**src/hw/rtl/lik_pkg.sv**
```systemverilog
// Shared types, constants and helpers for the leg inverse kinematics block.
// No dependencies; every other file refers to this package by scoped names.
`timescale 1ns / 1ps
`default_nettype none

package lik_pkg;

  localparam int COORD_W      = 16;   // signed Q7.8 centimeters
  localparam int FRAC_BITS    = 8;
  localparam int MAG_W        = 34;   // unsigned magnitudes fed to the angle unit
  localparam int CORD_W       = 45;   // CORDIC x/y working width
  localparam int NORM_BIT     = 40;   // normalize until x or y reaches 2^40
  localparam int ANG_W        = 32;   // Q16 degrees, signed
  localparam int ANG_FRAC     = 16;
  localparam int CORDIC_STEPS = 20;
  localparam int SQRT_W       = 64;
  localparam int ROOT_W       = 32;
  localparam int LINK_W       = 6;
  localparam int REG_ADDR_W   = 5;
  localparam int REG_IDX_W    = 3;
  localparam int CMD_W        = 5;

  localparam int HEIGHT_RAISE = 4 << FRAC_BITS;

  localparam logic signed [ANG_W-1:0] ANG_90  = ANG_W'(90 << ANG_FRAC);
  localparam logic signed [ANG_W-1:0] ANG_180 = ANG_W'(180 << ANG_FRAC);
  localparam logic signed [ANG_W-1:0] OFF_57  = ANG_W'(57 << ANG_FRAC);
  localparam logic signed [ANG_W-1:0] OFF_61  = ANG_W'(61 << ANG_FRAC);

  // register indexes
  localparam logic [REG_IDX_W-1:0] REG_LEFT_SIDE  = 3'd0;
  localparam logic [REG_IDX_W-1:0] REG_FRONT_PAIR = 3'd1;
  localparam logic [REG_IDX_W-1:0] REG_EDGE_MOUNT = 3'd2;
  localparam logic [REG_IDX_W-1:0] REG_UPPER_LINK = 3'd3;
  localparam logic [REG_IDX_W-1:0] REG_LOWER_LINK = 3'd4;

  localparam logic [LINK_W-1:0] UPPER_LINK_RST = 6'd9;
  localparam logic [LINK_W-1:0] LOWER_LINK_RST = 6'd16;

  // datapath commands
  localparam logic [CMD_W-1:0] CMD_NOP      = 5'd0;
  localparam logic [CMD_W-1:0] CMD_LOAD     = 5'd1;
  localparam logic [CMD_W-1:0] CMD_SET      = 5'd2;
  localparam logic [CMD_W-1:0] CMD_DIFF     = 5'd3;
  localparam logic [CMD_W-1:0] CMD_CHECK    = 5'd4;
  localparam logic [CMD_W-1:0] CMD_CORD_HIP = 5'd5;
  localparam logic [CMD_W-1:0] CMD_GET_HIP  = 5'd6;
  localparam logic [CMD_W-1:0] CMD_MUL_XX   = 5'd7;
  localparam logic [CMD_W-1:0] CMD_MUL_YY   = 5'd8;
  localparam logic [CMD_W-1:0] CMD_MUL_HH   = 5'd9;
  localparam logic [CMD_W-1:0] CMD_MUL_LIM  = 5'd10;
  localparam logic [CMD_W-1:0] CMD_SUM      = 5'd11;
  localparam logic [CMD_W-1:0] CMD_PREP     = 5'd12;
  localparam logic [CMD_W-1:0] CMD_MUL_D1   = 5'd13;
  localparam logic [CMD_W-1:0] CMD_MUL_D2   = 5'd14;
  localparam logic [CMD_W-1:0] CMD_DIFF_D   = 5'd15;
  localparam logic [CMD_W-1:0] CMD_SQRT_D   = 5'd16;
  localparam logic [CMD_W-1:0] CMD_GET_R    = 5'd17;
  localparam logic [CMD_W-1:0] CMD_SQRT_H   = 5'd18;
  localparam logic [CMD_W-1:0] CMD_GET_H    = 5'd19;
  localparam logic [CMD_W-1:0] CMD_CORD_B   = 5'd20;
  localparam logic [CMD_W-1:0] CMD_GET_B    = 5'd21;
  localparam logic [CMD_W-1:0] CMD_CORD_V   = 5'd22;
  localparam logic [CMD_W-1:0] CMD_GET_V    = 5'd23;
  localparam logic [CMD_W-1:0] CMD_CORD_P   = 5'd24;
  localparam logic [CMD_W-1:0] CMD_GET_P    = 5'd25;
  localparam logic [CMD_W-1:0] CMD_FINISH   = 5'd26;
  localparam logic [CMD_W-1:0] CMD_PUSH     = 5'd27;

  typedef struct packed {
    logic                      operation;
    logic signed [COORD_W-1:0] coord_x;
    logic signed [COORD_W-1:0] coord_y;
    logic signed [COORD_W-1:0] coord_z;
  } in_item_t;

  typedef struct packed {
    logic [7:0] hip_angle;
    logic       hip_valid;
    logic [7:0] knee_angle;
    logic [7:0] foot_angle;
    logic       joints_valid;
  } out_item_t;

  typedef struct packed {
    logic              left_side;
    logic              front_pair;
    logic              edge_mount;
    logic [LINK_W-1:0] upper_link_cm;
    logic [LINK_W-1:0] lower_link_cm;
  } cfg_t;

  typedef struct packed {
    logic [CMD_W-1:0] op;
  } cmd_t;

  typedef struct packed {
    logic is_move;
    logic hip_nz;
    logic reach;
    logic s_ok;
    logic d_ok;
    logic cord_busy;
    logic sqrt_busy;
    logic out_free;
  } status_t;

  // atan(2^-i) in Q16 degrees
  function automatic logic [23:0] atan_deg(input logic [4:0] i);
    logic [23:0] v;
    case (i)
      5'd0:    v = 24'd2949120;
      5'd1:    v = 24'd1740967;
      5'd2:    v = 24'd919879;
      5'd3:    v = 24'd466945;
      5'd4:    v = 24'd234379;
      5'd5:    v = 24'd117304;
      5'd6:    v = 24'd58666;
      5'd7:    v = 24'd29335;
      5'd8:    v = 24'd14668;
      5'd9:    v = 24'd7334;
      5'd10:   v = 24'd3667;
      5'd11:   v = 24'd1833;
      5'd12:   v = 24'd917;
      5'd13:   v = 24'd458;
      5'd14:   v = 24'd229;
      5'd15:   v = 24'd115;
      5'd16:   v = 24'd57;
      5'd17:   v = 24'd29;
      5'd18:   v = 24'd14;
      5'd19:   v = 24'd7;
      default: v = 24'd0;
    endcase
    return v;
  endfunction

  // Q16 degrees to whole degrees, truncated, clamped to 0..180
  function automatic logic [7:0] whole_deg(input logic signed [ANG_W-1:0] a);
    logic [ANG_W-ANG_FRAC-1:0] q;
    logic [7:0]                r;
    q = a[ANG_W-1:ANG_FRAC];
    if (a[ANG_W-1]) begin
      r = 8'd0;
    end else if (q > (ANG_W-ANG_FRAC)'(180)) begin
      r = 8'd180;
    end else begin
      r = q[7:0];
    end
    return r;
  endfunction

endpackage

`default_nettype wire

```
**src/hw/rtl/lik_ctrl.sv**
```systemverilog
// Sequencer: walks one item through the datapath, one command per cycle.
// Depends on lik_pkg for command codes and the status struct.
`timescale 1ns / 1ps
`default_nettype none

module lik_ctrl (
  input  logic             clk_i,
  input  logic             rst_ni,
  input  logic             in_valid_i,
  input  lik_pkg::status_t status_i,
  output logic             in_ready_o,
  output lik_pkg::cmd_t    cmd_o
);

  localparam logic [4:0] S_IDLE  = 5'd0;
  localparam logic [4:0] S_DEC   = 5'd1;
  localparam logic [4:0] S_CHK   = 5'd2;
  localparam logic [4:0] S_HIPS  = 5'd3;
  localparam logic [4:0] S_HIPW  = 5'd4;
  localparam logic [4:0] S_REACH = 5'd5;
  localparam logic [4:0] S_MYY   = 5'd6;
  localparam logic [4:0] S_MHH   = 5'd7;
  localparam logic [4:0] S_MLIM  = 5'd8;
  localparam logic [4:0] S_SUM   = 5'd9;
  localparam logic [4:0] S_SCHK  = 5'd10;
  localparam logic [4:0] S_MD1   = 5'd11;
  localparam logic [4:0] S_MD2   = 5'd12;
  localparam logic [4:0] S_DIFD  = 5'd13;
  localparam logic [4:0] S_DCHK  = 5'd14;
  localparam logic [4:0] S_SQDW  = 5'd15;
  localparam logic [4:0] S_SQHS  = 5'd16;
  localparam logic [4:0] S_SQHW  = 5'd17;
  localparam logic [4:0] S_CBS   = 5'd18;
  localparam logic [4:0] S_CBW   = 5'd19;
  localparam logic [4:0] S_CVS   = 5'd20;
  localparam logic [4:0] S_CVW   = 5'd21;
  localparam logic [4:0] S_CPS   = 5'd22;
  localparam logic [4:0] S_CPW   = 5'd23;
  localparam logic [4:0] S_FIN   = 5'd24;
  localparam logic [4:0] S_EMIT  = 5'd25;

  logic [4:0] state_q, state_d;

  always_comb begin
    state_d  = state_q;
    cmd_o.op = lik_pkg::CMD_NOP;
    case (state_q)
      S_IDLE: begin
        if (in_valid_i) begin
          cmd_o.op = lik_pkg::CMD_LOAD;
          state_d  = S_DEC;
        end
      end
      S_DEC: begin
        if (status_i.is_move) begin
          cmd_o.op = lik_pkg::CMD_DIFF;
          state_d  = S_CHK;
        end else begin
          cmd_o.op = lik_pkg::CMD_SET;
          state_d  = S_IDLE;
        end
      end
      S_CHK: begin
        cmd_o.op = lik_pkg::CMD_CHECK;
        state_d  = S_HIPS;
      end
      S_HIPS: begin
        if (status_i.hip_nz) begin
          cmd_o.op = lik_pkg::CMD_CORD_HIP;
          state_d  = S_HIPW;
        end else begin
          state_d = S_REACH;
        end
      end
      S_HIPW: begin
        if (!status_i.cord_busy) begin
          cmd_o.op = lik_pkg::CMD_GET_HIP;
          state_d  = S_REACH;
        end
      end
      S_REACH: begin
        if (status_i.reach) begin
          cmd_o.op = lik_pkg::CMD_MUL_XX;
          state_d  = S_MYY;
        end else begin
          state_d = S_EMIT;
        end
      end
      S_MYY: begin
        cmd_o.op = lik_pkg::CMD_MUL_YY;
        state_d  = S_MHH;
      end
      S_MHH: begin
        cmd_o.op = lik_pkg::CMD_MUL_HH;
        state_d  = S_MLIM;
      end
      S_MLIM: begin
        cmd_o.op = lik_pkg::CMD_MUL_LIM;
        state_d  = S_SUM;
      end
      S_SUM: begin
        cmd_o.op = lik_pkg::CMD_SUM;
        state_d  = S_SCHK;
      end
      S_SCHK: begin
        if (status_i.s_ok) begin
          cmd_o.op = lik_pkg::CMD_PREP;
          state_d  = S_MD1;
        end else begin
          state_d = S_EMIT;
        end
      end
      S_MD1: begin
        cmd_o.op = lik_pkg::CMD_MUL_D1;
        state_d  = S_MD2;
      end
      S_MD2: begin
        cmd_o.op = lik_pkg::CMD_MUL_D2;
        state_d  = S_DIFD;
      end
      S_DIFD: begin
        cmd_o.op = lik_pkg::CMD_DIFF_D;
        state_d  = S_DCHK;
      end
      S_DCHK: begin
        if (status_i.d_ok) begin
          cmd_o.op = lik_pkg::CMD_SQRT_D;
          state_d  = S_SQDW;
        end else begin
          state_d = S_EMIT;
        end
      end
      S_SQDW: begin
        if (!status_i.sqrt_busy) begin
          cmd_o.op = lik_pkg::CMD_GET_R;
          state_d  = S_SQHS;
        end
      end
      S_SQHS: begin
        cmd_o.op = lik_pkg::CMD_SQRT_H;
        state_d  = S_SQHW;
      end
      S_SQHW: begin
        if (!status_i.sqrt_busy) begin
          cmd_o.op = lik_pkg::CMD_GET_H;
          state_d  = S_CBS;
        end
      end
      S_CBS: begin
        cmd_o.op = lik_pkg::CMD_CORD_B;
        state_d  = S_CBW;
      end
      S_CBW: begin
        if (!status_i.cord_busy) begin
          cmd_o.op = lik_pkg::CMD_GET_B;
          state_d  = S_CVS;
        end
      end
      S_CVS: begin
        cmd_o.op = lik_pkg::CMD_CORD_V;
        state_d  = S_CVW;
      end
      S_CVW: begin
        if (!status_i.cord_busy) begin
          cmd_o.op = lik_pkg::CMD_GET_V;
          state_d  = S_CPS;
        end
      end
      S_CPS: begin
        cmd_o.op = lik_pkg::CMD_CORD_P;
        state_d  = S_CPW;
      end
      S_CPW: begin
        // p is read straight off the angle unit at finish
        if (!status_i.cord_busy) begin
          state_d = S_FIN;
        end
      end
      S_FIN: begin
        cmd_o.op = lik_pkg::CMD_FINISH;
        state_d  = S_EMIT;
      end
      S_EMIT: begin
        if (status_i.out_free) begin
          cmd_o.op = lik_pkg::CMD_PUSH;
          state_d  = S_IDLE;
        end
      end
      default: state_d = S_IDLE;
    endcase
  end

  always_ff @(posedge clk_i or negedge rst_ni) begin
    if (!rst_ni) begin
      state_q <= S_IDLE;
    end else begin
      state_q <= state_d;
    end
  end

  assign in_ready_o = (state_q == S_IDLE);

endmodule

`default_nettype wire

```
**config.mk**
```make
export PLATFORM = sky130hd
export DESIGN_NAME = lik_ctrl
export DESIGN_NICKNAME = d
export VERILOG_FILES = /design/src/hw/rtl/lik_pkg.sv /design/src/hw/rtl/lik_ctrl.sv
export SDC_FILE = /design/constraint.sdc
export NUM_CORES = 1
export LEC_CHECK = 0
export BUFFER_PORTS_ARGS = -buffer_cell sky130_fd_sc_hd__buf_2
export CAP_MARGIN = 20
export CORE_ASPECT_RATIO = 1.5
export CORE_MARGIN = 2
export CORE_UTILIZATION = 34
export CTS_CLUSTER_DIAMETER = 120
export DETAILED_ROUTE_END_ITERATION = 7
export HOLD_SLACK_MARGIN = 0.06
export PLACE_DENSITY = 0.54
export SETUP_SLACK_MARGIN = 0.4
export SYNTH_ARGS = -nofsm -noshare
export SYNTH_HDL_FRONTEND = slang
export SYNTH_SLANG_ARGS = --single-unit
```
**constraint.sdc**
```tcl
create_clock -name clk_i -period 1.85 [get_ports clk_i]
set_input_delay 0.0925 -clock clk_i [delete_from_list [all_inputs] [get_ports clk_i]]
set_output_delay 0.0925 -clock clk_i [all_outputs]
set_load 0.03 [all_outputs]
```
==> impl_metrics.toml, run 1 <==
[layout]
fill_cells = 227
finalInstanceArea_um2 = 1277
fin_nets = 159
largestRegisters = "state_q x5"
top_register = "state_q"
fin_cells = 171
n_antenna_cell = 0
seqCellArea_um2 = 131.4
drive_gt1_share_pct = 48.98
areaGrowthSynthToFinish_pct = 51.48
finish.utilization_pct = 53.34
largest_reg_flops = 5
multi_input_comb_area_um2 = 765.7

[sta]
setup_viol = 0
slew_violations = 0
rsz0062_at_grt = "true"
finClkSkew_ns = 0.0002966
hold_viol = 0
finalCritPeriodShare_pct = 95.46
max_freq_mhz = 566.3
relSlewSlack_pct = 68.76
min_period_ns = 1.766
worst_pin_slew_ns = 0.4672
setup-tns-final_ns = 0

[grt]
antenna_found_initial = 0
grt_remaining_overflow = 0
grt_pass1_wl_mm = 4.678
grt_pass1_vias = 993
grt_start_max_net_pins = 29
grtUsageTotal_pct = 21.49

[cts]
htreeDepth = 1
root_buffer = "clkbuf_4"
clk_latency_ns = 0.25
ctsLongestPathBuffers = 2
path_clk_slew_ns = 0.05
cts.sinks = 5
cts_inserted_buffers = 3
cts_tree = "done"

[placed_design]
hpwl_mm = 1.882
gp_congestion = 0.8475
port_buffers = 16
place_inst = 158
place_area_um2 = 1015

[setup_path]
cp-end-kind = "primary output"
start_kind = "flop"
cp_cell_sequence = "buf_6, nor4b_4, o21ai_2, and3_4, o21ai_2, buf_6"
cp_data_required_time_ns = 1.76
critPathMaxFanout = 5
max_stage_delay_ns = 0.45
worstPathArrival_ns = 1.67
reg2regPathDepth = 4
crit_type = "flop to primary output"
slowest_stage = "dfrtp_2"
ff2ff_setup_slack_ns = 0.09

[power]
p_int_uw = 1300
power_frac_seq_pct = 11.2
pwr-share-clk_pct = 5.1
switching_share_pct = 50.99
power_switching_uw = 1353
power_leakage_uw = 0.0005352
power_density_nw_per_um2 = 2077
combPwrFrac_pct = 83.7
peakVddDrop_v = 0.001031

[synthesis]
synth_cell_type_count = 39
yosysWarnings = 0
synth_cells = 120
synthesis.area_um2 = 843.3
yosys.area.top_type_share_pct = 14.84
synthTopCellsByArea = "dfrtp_1 15%, nor2_1 6.2%, nor2b_1 5.9%, buf_2 5.3%, o2111ai_1 5.2%"
synthArstFlopShare_pct = 100.0
syn-mean-instance-area_um2 = 7.028
synth_area_leader_cell = "dfrtp_1"
synth_flop_cell = "dfrtp_1"
synth_nets = 131
ys_seq_area_share_pct = 14.84
synth_edf_count = 0
ys_seq_elements = 5

[floorplan]
core-area_um2 = 2395
rows = 22
pin_count = 17
dieArea_um2 = 2903
start_util_pct = 35.21
die-width_um = 44.67
die_y_um = 65.00

[route]
ant_nets = 0
vias = 1065
drtIter0Drc = 59
viasPerCell = 6.228
drc = 0
wl_mm = 2.976
drt_first_pass_iters = 4
drt-wirelength-per-cell_um = 17.40

[flow_run]
cap_violations = 0

[status]
status = "completed"

[worst_hold_path]
hold_path_class = "input port to async pin"
==> per-layer routing <==
layer | track usage (%) | vias up | share of wire [%]
li1 | - | 510 | -
met2 | 36.23 | 40 | 52
met3 | 1.671 | 8 | 4.6
met4 | 9.470 | 0 | 2.7
met5 | 0 | - | 0
met1 | 26.78 | 507 | 41
==> cells in the mapped netlist (3+ instances only) <==
| cell type | instances |
|---|---|
| a21oi_1 | 7 |
| a22oi_1 | 3 |
| buf_1 | 3 |
| buf_2 | 9 |
| dfrtp_1 | 5 |
| nand2_1 | 10 |
| nand2b_1 | 4 |
| nand3_1 | 6 |
| nor2_1 | 14 |
| nor2b_1 | 8 |
| o2111ai_1 | 5 |
| o21ai_0 | 8 |
| o21ai_1 | 3 |
==> stage by stage <==
step                hold slack (ns)  power [µW]  setup slack (ns)
floorplan                   -0.2031        1659            0.2634
global placement           -0.08823        1948           0.08743
detailed placement         -0.08670        1954           0.04008
CTS                          0.1910        2535           0.08791
global route                 0.2070        2805           0.01778
finish                       0.1845        2653           0.08404
==> cell usage in the layout (no fill, tap or decap), types with 3 or more instances in the layout <==
master / n
a21oi_1: 7
a22oi_1: 3
and3_4: 3
buf_2: 10
buf_4: 13
buf_6: 11
clkbuf_4: 3
nand2_1: 9
nand3_1: 4
nor2_1: 11
nor2b_1: 5
nor2b_2: 3
nor4b_4: 3
o2111ai_1: 3
o21ai_0: 4
o21ai_2: 5
==> cell families after synthesis <==
logic type             synth area share [%]
AOI/OAI and AO/OA                     33.53
buffers and inverters                 10.24
DFF                                   14.84
muxes                                 1.780
and+or+nand+nor                       39.61
==> final timing paths <==
kind | startpoint | to
setup / recovery | state_q[1]$_DFFE_PN0P_ | cmd_o[4]
hold / removal | rst_ni | state_q[4]$_DFFE_PN0P_
setup reg to reg | state_q[2]$_DFFE_PN0P_ | state_q[1]$_DFFE_PN0P_
hold reg to reg | state_q[3]$_DFFE_PN0P_ | state_q[3]$_DFFE_PN0P_
max in group asynchronous | rst_ni | state_q[2]$_DFFE_PN0P_
min in group clk_i | status_i[1] | state_q[4]$_DFFE_PN0P_
==> power groups by stage <==
stage	Sequential [µW]	Combinational, µW	Clock (µW)
floorplan	211	1450	0
global placement	323	1630	0
detailed placement	332	1620	0
CTS	287	2110	134
global route	302	2360	140
finish	297	2220	134
==> final cells by class <==
class | count | share of cell area (%)
clock buffers | 4 | 2.057
inverters | 2 | 0.5877
multi-input cells | 99 | 59.94
flip-flops and latches | 5 | 10.28
well taps | 24 | 2.351
repair buffers | 37 | 24.78
==> worst max-delay path, delay by kind of cell (launching register included) <==
family | cells | cell delay (ns)
compound gates | 2 | 0.14
buf+inv | 2 | 0.29
simple gates | 2 | 0.54
flops | 1 | 0.45
==> repair_timing <==
action | CTS | global route
hold endpoints to repair | 5 | 0
resized for setup | 37 | 10
pin swaps | 5 | 4
endpoints found under the setup margin | 11 | 11
hold buffers | 1 | 0
setup buffers | 8 | 0
No activity file was read; power rests on OpenSTA's default activity.
==> run 2: changes to the inputs <==
CORE_ASPECT_RATIO = default   (was 1.5)
GPL_TIMING_DRIVEN = 0   (was default)
==> impl_metrics.toml, run 2 (synthesis gave the netlist of run 1 again) <==
[sta]
finalCritPeriodShare_pct = 96.10
layout_setup_ws_ns = 0.07220
hold_viol = 0
max_freq_mhz = 562.5
relSlewSlack_pct = 72.93
worst_pin_slew_ns = 0.4052
setup_viol = 0
min_period_ns = 1.778
slew_violations = 0
rsz0062_at_grt = "true"
finClkSkew_ns = 0.003716

[cts]
clk_latency_ns = 0.24
ctsLongestPathBuffers = 2
htreeDepth = 1
cts_tree = "done"
root_buffer = "clkbuf_4"
cts.sinks = 5
path_clk_slew_ns = 0.04
cts_inserted_buffers = 3

[setup_path]
crit_family = "buffers and inverters"
worstPathArrival_ns = 1.69
critPathMaxFanout = 7
cp-end-kind = "primary output"
cp_data_required_time_ns = 1.76
cp_cell_sequence = "buf_6, clkinvlp_4, buf_12, a2111oi_4, a21oi_2, nand3_4, buf_6"
crit_type = "flop to primary output"
ff2ff_setup_slack_ns = 0.11
critPathBufInv = 4
reg2regPathDepth = 7
crit_top_cell = "buf_6"
startpoint = "state_q[0]$_DFFE_PN0P_"
r2r-end = "state_q[0]$_DFFE_PN0P_"
slowest_stage = "a2111oi_4"
max_stage_delay_ns = 0.36
reg2reg_from = "state_q[0]$_DFFE_PN0P_"
start_kind = "flop"

[grt]
grt_pass1_wl_mm = 4.698
grt_pass1_vias = 952
antenna_found_initial = 0
grt_start_max_net_pins = 11
grt_remaining_overflow = 0
grtUsageTotal_pct = 22.11

[layout]
areaGrowthSynthToFinish_pct = 62.31
finalInstanceArea_um2 = 1369
layout_commonest_cell = "buf_6"
n_antenna_cell = 0
final_cell_mix = "16 x buf_6, 15 x buf_4, 12 x nor2_1, 12 x buf_2, 8 x nand2_1"
fill_cells = 215
drive_gt1_share_pct = 49.68
largestRegisters = "state_q x5"
fin_nets = 169
largest_reg_flops = 5
top_register = "state_q"

[worst_hold_path]
hold_path_class = "input port to async pin"

[floorplan]
pin_count = 17
dieArea_um2 = 2894
rows = 18
core-area_um2 = 2410
die-width_um = 53.80
start_util_pct = 34.99
die_y_um = 53.80

[placed_design]
port_buffers = 16
hpwl_mm = 2.008
gp_congestion = 0.8472
place_ws_ns = -0.01089
place_area_um2 = 1046

[route]
drc = 0
dr.max_layer_used = "met4"
route.met2.wl_mm = 1.408
ant_nets = 0
drt_first_pass_iters = 4
wl_met3_um = 143
drtIter0Drc = 38
vias = 1103
viasPerCell = 5.898
wl_mm = 2.971
drt-wirelength-per-cell_um = 15.89
wl_met1_mm = 1.397

[status]
status = "completed"

[flow_run]
cap_violations = 0

[power]
peakVddDrop_v = 0.001130
power_leakage_uw = 0.0005833
power_density_nw_per_um2 = 2050
-- run 2: cell types whose count changed in the layout (fill, tap and decap cells not counted), moves of 2 or more --
cell,previous run,this run
nor4b_2,0,2
o21ai_2,5,3
nor4b_4,3,1
nor2b_2,3,0
dfrtp_1,2,4
nor2b_1,5,7
buf_2,10,12
buf_6,11,16
o21ai_1,2,5
buf_4,13,15
-- run 2: per-stage QoR --
step	TNS [ns]	utilization [%]	hold slack, ns	cells	total power, µW
floorplan	0	-	-0.2031	120	1659
global placement	-0.03471	43.41	-0.09242	166	2042
detailed placement	-0.01089	43.41	-0.09133	166	2028
CTS	0	53.17	0.1882	182	2616
global route	0	56.80	0.2092	187	2999
finish	0	56.80	0.2018	187	2806
-- run 2: worst max-delay path by stage --
stage / endpoint / slack [ns] / cells after the start
global placement: cmd_o[0] / -0.03 / 6
CTS: cmd_o[4] / 0.09 / 6
floorplan: state_q[1]$_DFFE_PN0P_ / 0.26 / 6
finish: cmd_o[0] / 0.07 / 7
global route: cmd_o[0] / 0.01 / 6
detailed placement: cmd_o[0] / -0.01 / 6
-- run 2: final cells by class --
class | count | area, µm² | share of cell area, %
Multi-Input combinational cell | 99 | 754.5 | 55.12
Clock buffer | 4 | 26.28 | 1.920
Tap cell | 30 | 37.54 | 2.742
Timing Repair Buffer | 33 | 255.2 | 18.65
Inverter | 2 | 11.26 | 0.8227
Buffer | 14 | 157.7 | 11.52
Sequential cell | 5 | 126.4 | 9.232
-- run 2: repair_timing --
item,CTS,global route
pin swaps,5,9
gates resized for setup,29,17
buffers inserted,11,4
hold endpoints to repair,5,0
setup endpoints to repair,11,11
hold buffers,1,0
gates cloned,0,1
-- run 2: layer usage --
layer | up-vias | GRT usage [%]
met5 | - | 0
met4 | 0 | 1.709
met3 | 2 | 3.611
met2 | 36 | 33.74
met1 | 539 | 33.50
li1 | 526 | -
-- run 2: power breakdown --
part	switching (µW)	internal, µW	total [µW]
sequential	33.4	168	201
clock	39.5	81.2	121
combinational	1310	1180	2480
total	1380	1430	2810
==> run 3: changes to the inputs <==
--- a/config.mk
+++ b/config.mk
@@ -7,5 +7,4 @@
 export LEC_CHECK = 0
-export BUFFER_PORTS_ARGS = -buffer_cell sky130_fd_sc_hd__buf_2
+export BUFFER_PORTS_ARGS = -buffer_cell sky130_fd_sc_hd__buf_4
 export CAP_MARGIN = 20
-export CORE_MARGIN = 2
 export CORE_UTILIZATION = 34
==> constraint.sdc (replaced) <==
create_clock -name clk_i -period 1.85 [get_ports clk_i]
set_input_delay 0.185 -clock clk_i [delete_from_list [all_inputs] [get_ports clk_i]]
set_output_delay 0.185 -clock clk_i [all_outputs]
set_load 0.03 [all_outputs]
==> impl_metrics.toml, run 3 (synthesis gave the netlist of run 1 again) <==
[grt]
grt_start_max_net_pins = 11
grtUsageTotal_pct = 26.53
grt.met1_usage_pct = 33.87
antenna_found_initial = 0
grt_pass1_wl_mm = 5.140
grt_pass1_vias = 1078
grt_remaining_overflow = 0
grt_use_met3_pct = 5.848
gr-usage-met2_pct = 45.02
grt_busiest_layer = "met2"

[setup_path]
max_stage_delay_ns = 0.46
cp_data_required_time_ns = 1.97
worstPathArrival_ns = 2.02
cp-end-kind = "flop"
cp_cell_sequence = "buf_6, nor4b_4, buf_4, o211ai_2, and3_4, buf_6, a221o_1"
start_kind = "flop"
crit_top_cell = "buf_6"
slowest_stage = "dfrtp_2"
critPathMaxFanout = 6
crit_type = "flop to flop"

[power]
switching_share_pct = 48.63
power_switching_uw = 1631
power_leakage_uw = 0.0007031
combPwrFrac_pct = 89.8
pwr-share-clk_pct = 3.8
peakVddDrop_v = 0.001211
power_frac_seq_pct = 6.4
p_int_uw = 1723
power_density_nw_per_um2 = 2060
finalPower_uw = 3353

[route]
wl_mm = 3.837
ant_nets = 0
drc = 0
vias = 1283
drt_first_pass_iters = 4
drtIter0Drc = 100
viasPerCell = 6.320
drt-wirelength-per-cell_um = 18.90

[cts]
clk_latency_ns = 0.25
cts_tree = "done"
ctsLongestPathBuffers = 2
cts_inserted_buffers = 3
htreeDepth = 1
root_buffer = "clkbuf_4"
cts.sinks = 5
path_clk_slew_ns = 0.04

[sta]
setup-tns-final_ns = -0.1082
hold_viol = 0
layout_setup_ws_ns = -0.04669
slew_violations = 0
worst_pin_slew_ns = 0.3568
max_freq_mhz = 527.2
finClkSkew_ns = 0.001784
finalCritPeriodShare_pct = 102.5
rsz0062_at_grt = "true"
setup_viol = 4
relSlewSlack_pct = 75.90
min_period_ns = 1.897
hold_slack_ns = 0.2816

[layout]
fill_cells = 149
top_register = "state_q"
seqCellArea_um2 = 126.4
drive_gt1_share_pct = 62.29
multi_input_comb_area_um2 = 838.3
largestRegisters = "state_q x5"
final_cell_mix = "42 x buf_4, 16 x buf_6, 7 x nor2_1, 7 x nand2_1"
largest_reg_flops = 5
n_antenna_cell = 0
fin_cells = 203
layout_commonest_cell = "buf_4"
areaGrowthSynthToFinish_pct = 93.03
fin_nets = 187

[floorplan]
pin_count = 17
dieArea_um2 = 2683
start_util_pct = 37.05
die-width_um = 51.80
core-area_um2 = 2276
rows = 17
die_y_um = 51.80

[placed_design]
port_buffers = 16
hpwl_mm = 2.009
gp_congestion = 0.8506
place_inst = 164
place_ws_ns = 0.0005360

[flow_run]
cap_violations = 0

[status]
status = "finished with violations"
violations = "negative setup slack"

[worst_hold_path]
hold_path_class = "input port to async pin"
## run 3: changes by cell type in the layout (fill, tap and decap cells not counted), sizes merged
| cell | delta |
|---|---|
| buf | +18 |
## run 3: worst max-delay path, delay by kind of cell (launching register included)
family	cells	cell delay, ns
and+or+nand+nor	2	0.49
AOI/OAI and AO/OA	2	0.39
buffers and inverters	3	0.43
DFF	1	0.46
## run 3: final cells by class
| type | count | area share [%] |
|---|---|---|
| Buffer | 14 | 10.91 |
| Clock buffer | 4 | 1.614 |
| Inverter | 2 | 0.6918 |
| Multi-Input combinational cell | 99 | 51.50 |
| Sequential cell | 5 | 7.763 |
| Tap cell | 28 | 2.152 |
| Timing Repair Buffer | 51 | 25.37 |
## run 3: final timing paths
kind	start	to	slack, ns	depth (start not counted)
worst min-delay path	rst_ni	state_q[0]$_DFFE_PN0P_	0.28	2
worst min register to register	state_q[3]$_DFFE_PN0P_	state_q[3]$_DFFE_PN0P_	0.91	4
max in group asynchronous	rst_ni	state_q[2]$_DFFE_PN0P_	1.45	2
min in group clk_i	status_i[5]	state_q[3]$_DFFE_PN0P_	0.40	4
worst max register to register	state_q[2]$_DFFE_PN0P_	state_q[0]$_DFFE_PN0P_	-0.05	7
worst max-delay path	state_q[2]$_DFFE_PN0P_	state_q[0]$_DFFE_PN0P_	-0.05	7
## run 3: metrics by stage
step                utilization [%]  instance area (µm²)
finish                        71.52                 1628
global route                  71.52                 1628
detailed placement            48.54                 1105
global placement              48.54                 1105
CTS                           62.12                 1414
floorplan                         -                949.7
## run 3: power by group through the flow
| stage | registers [µW] | clock network (µW) | logic (µW) |
|---|---|---|---|
| after floorplan | 211 | 0 | 1500 |
| after global placement | 223 | 0 | 1920 |
| after detailed placement | 227 | 0 | 1920 |
| after CTS | 211 | 127 | 2480 |
| after global routing | 221 | 137 | 3160 |
| final | 215 | 128 | 3010 |
## run 3: layer usage
| layer | routed length (µm) | up-vias |
|---|---|---|
| met1 | 1523 | 600 |
| li1 | - | 564 |
| met4 | 229 | 0 |
| met5 | 0 | - |
| met2 | 1752 | 87 |
| met3 | 332 | 32 |
## run 3: repair_timing
item | in CTS | in global routing
setup endpoints to repair | 11 | 11
pin swaps | 9 | 10
buffers inserted | 15 | 18
resized for setup | 41 | 19
gates cloned | 0 | 1
hold buffers | 1 | 0
hold endpoints to repair | 5 | 0
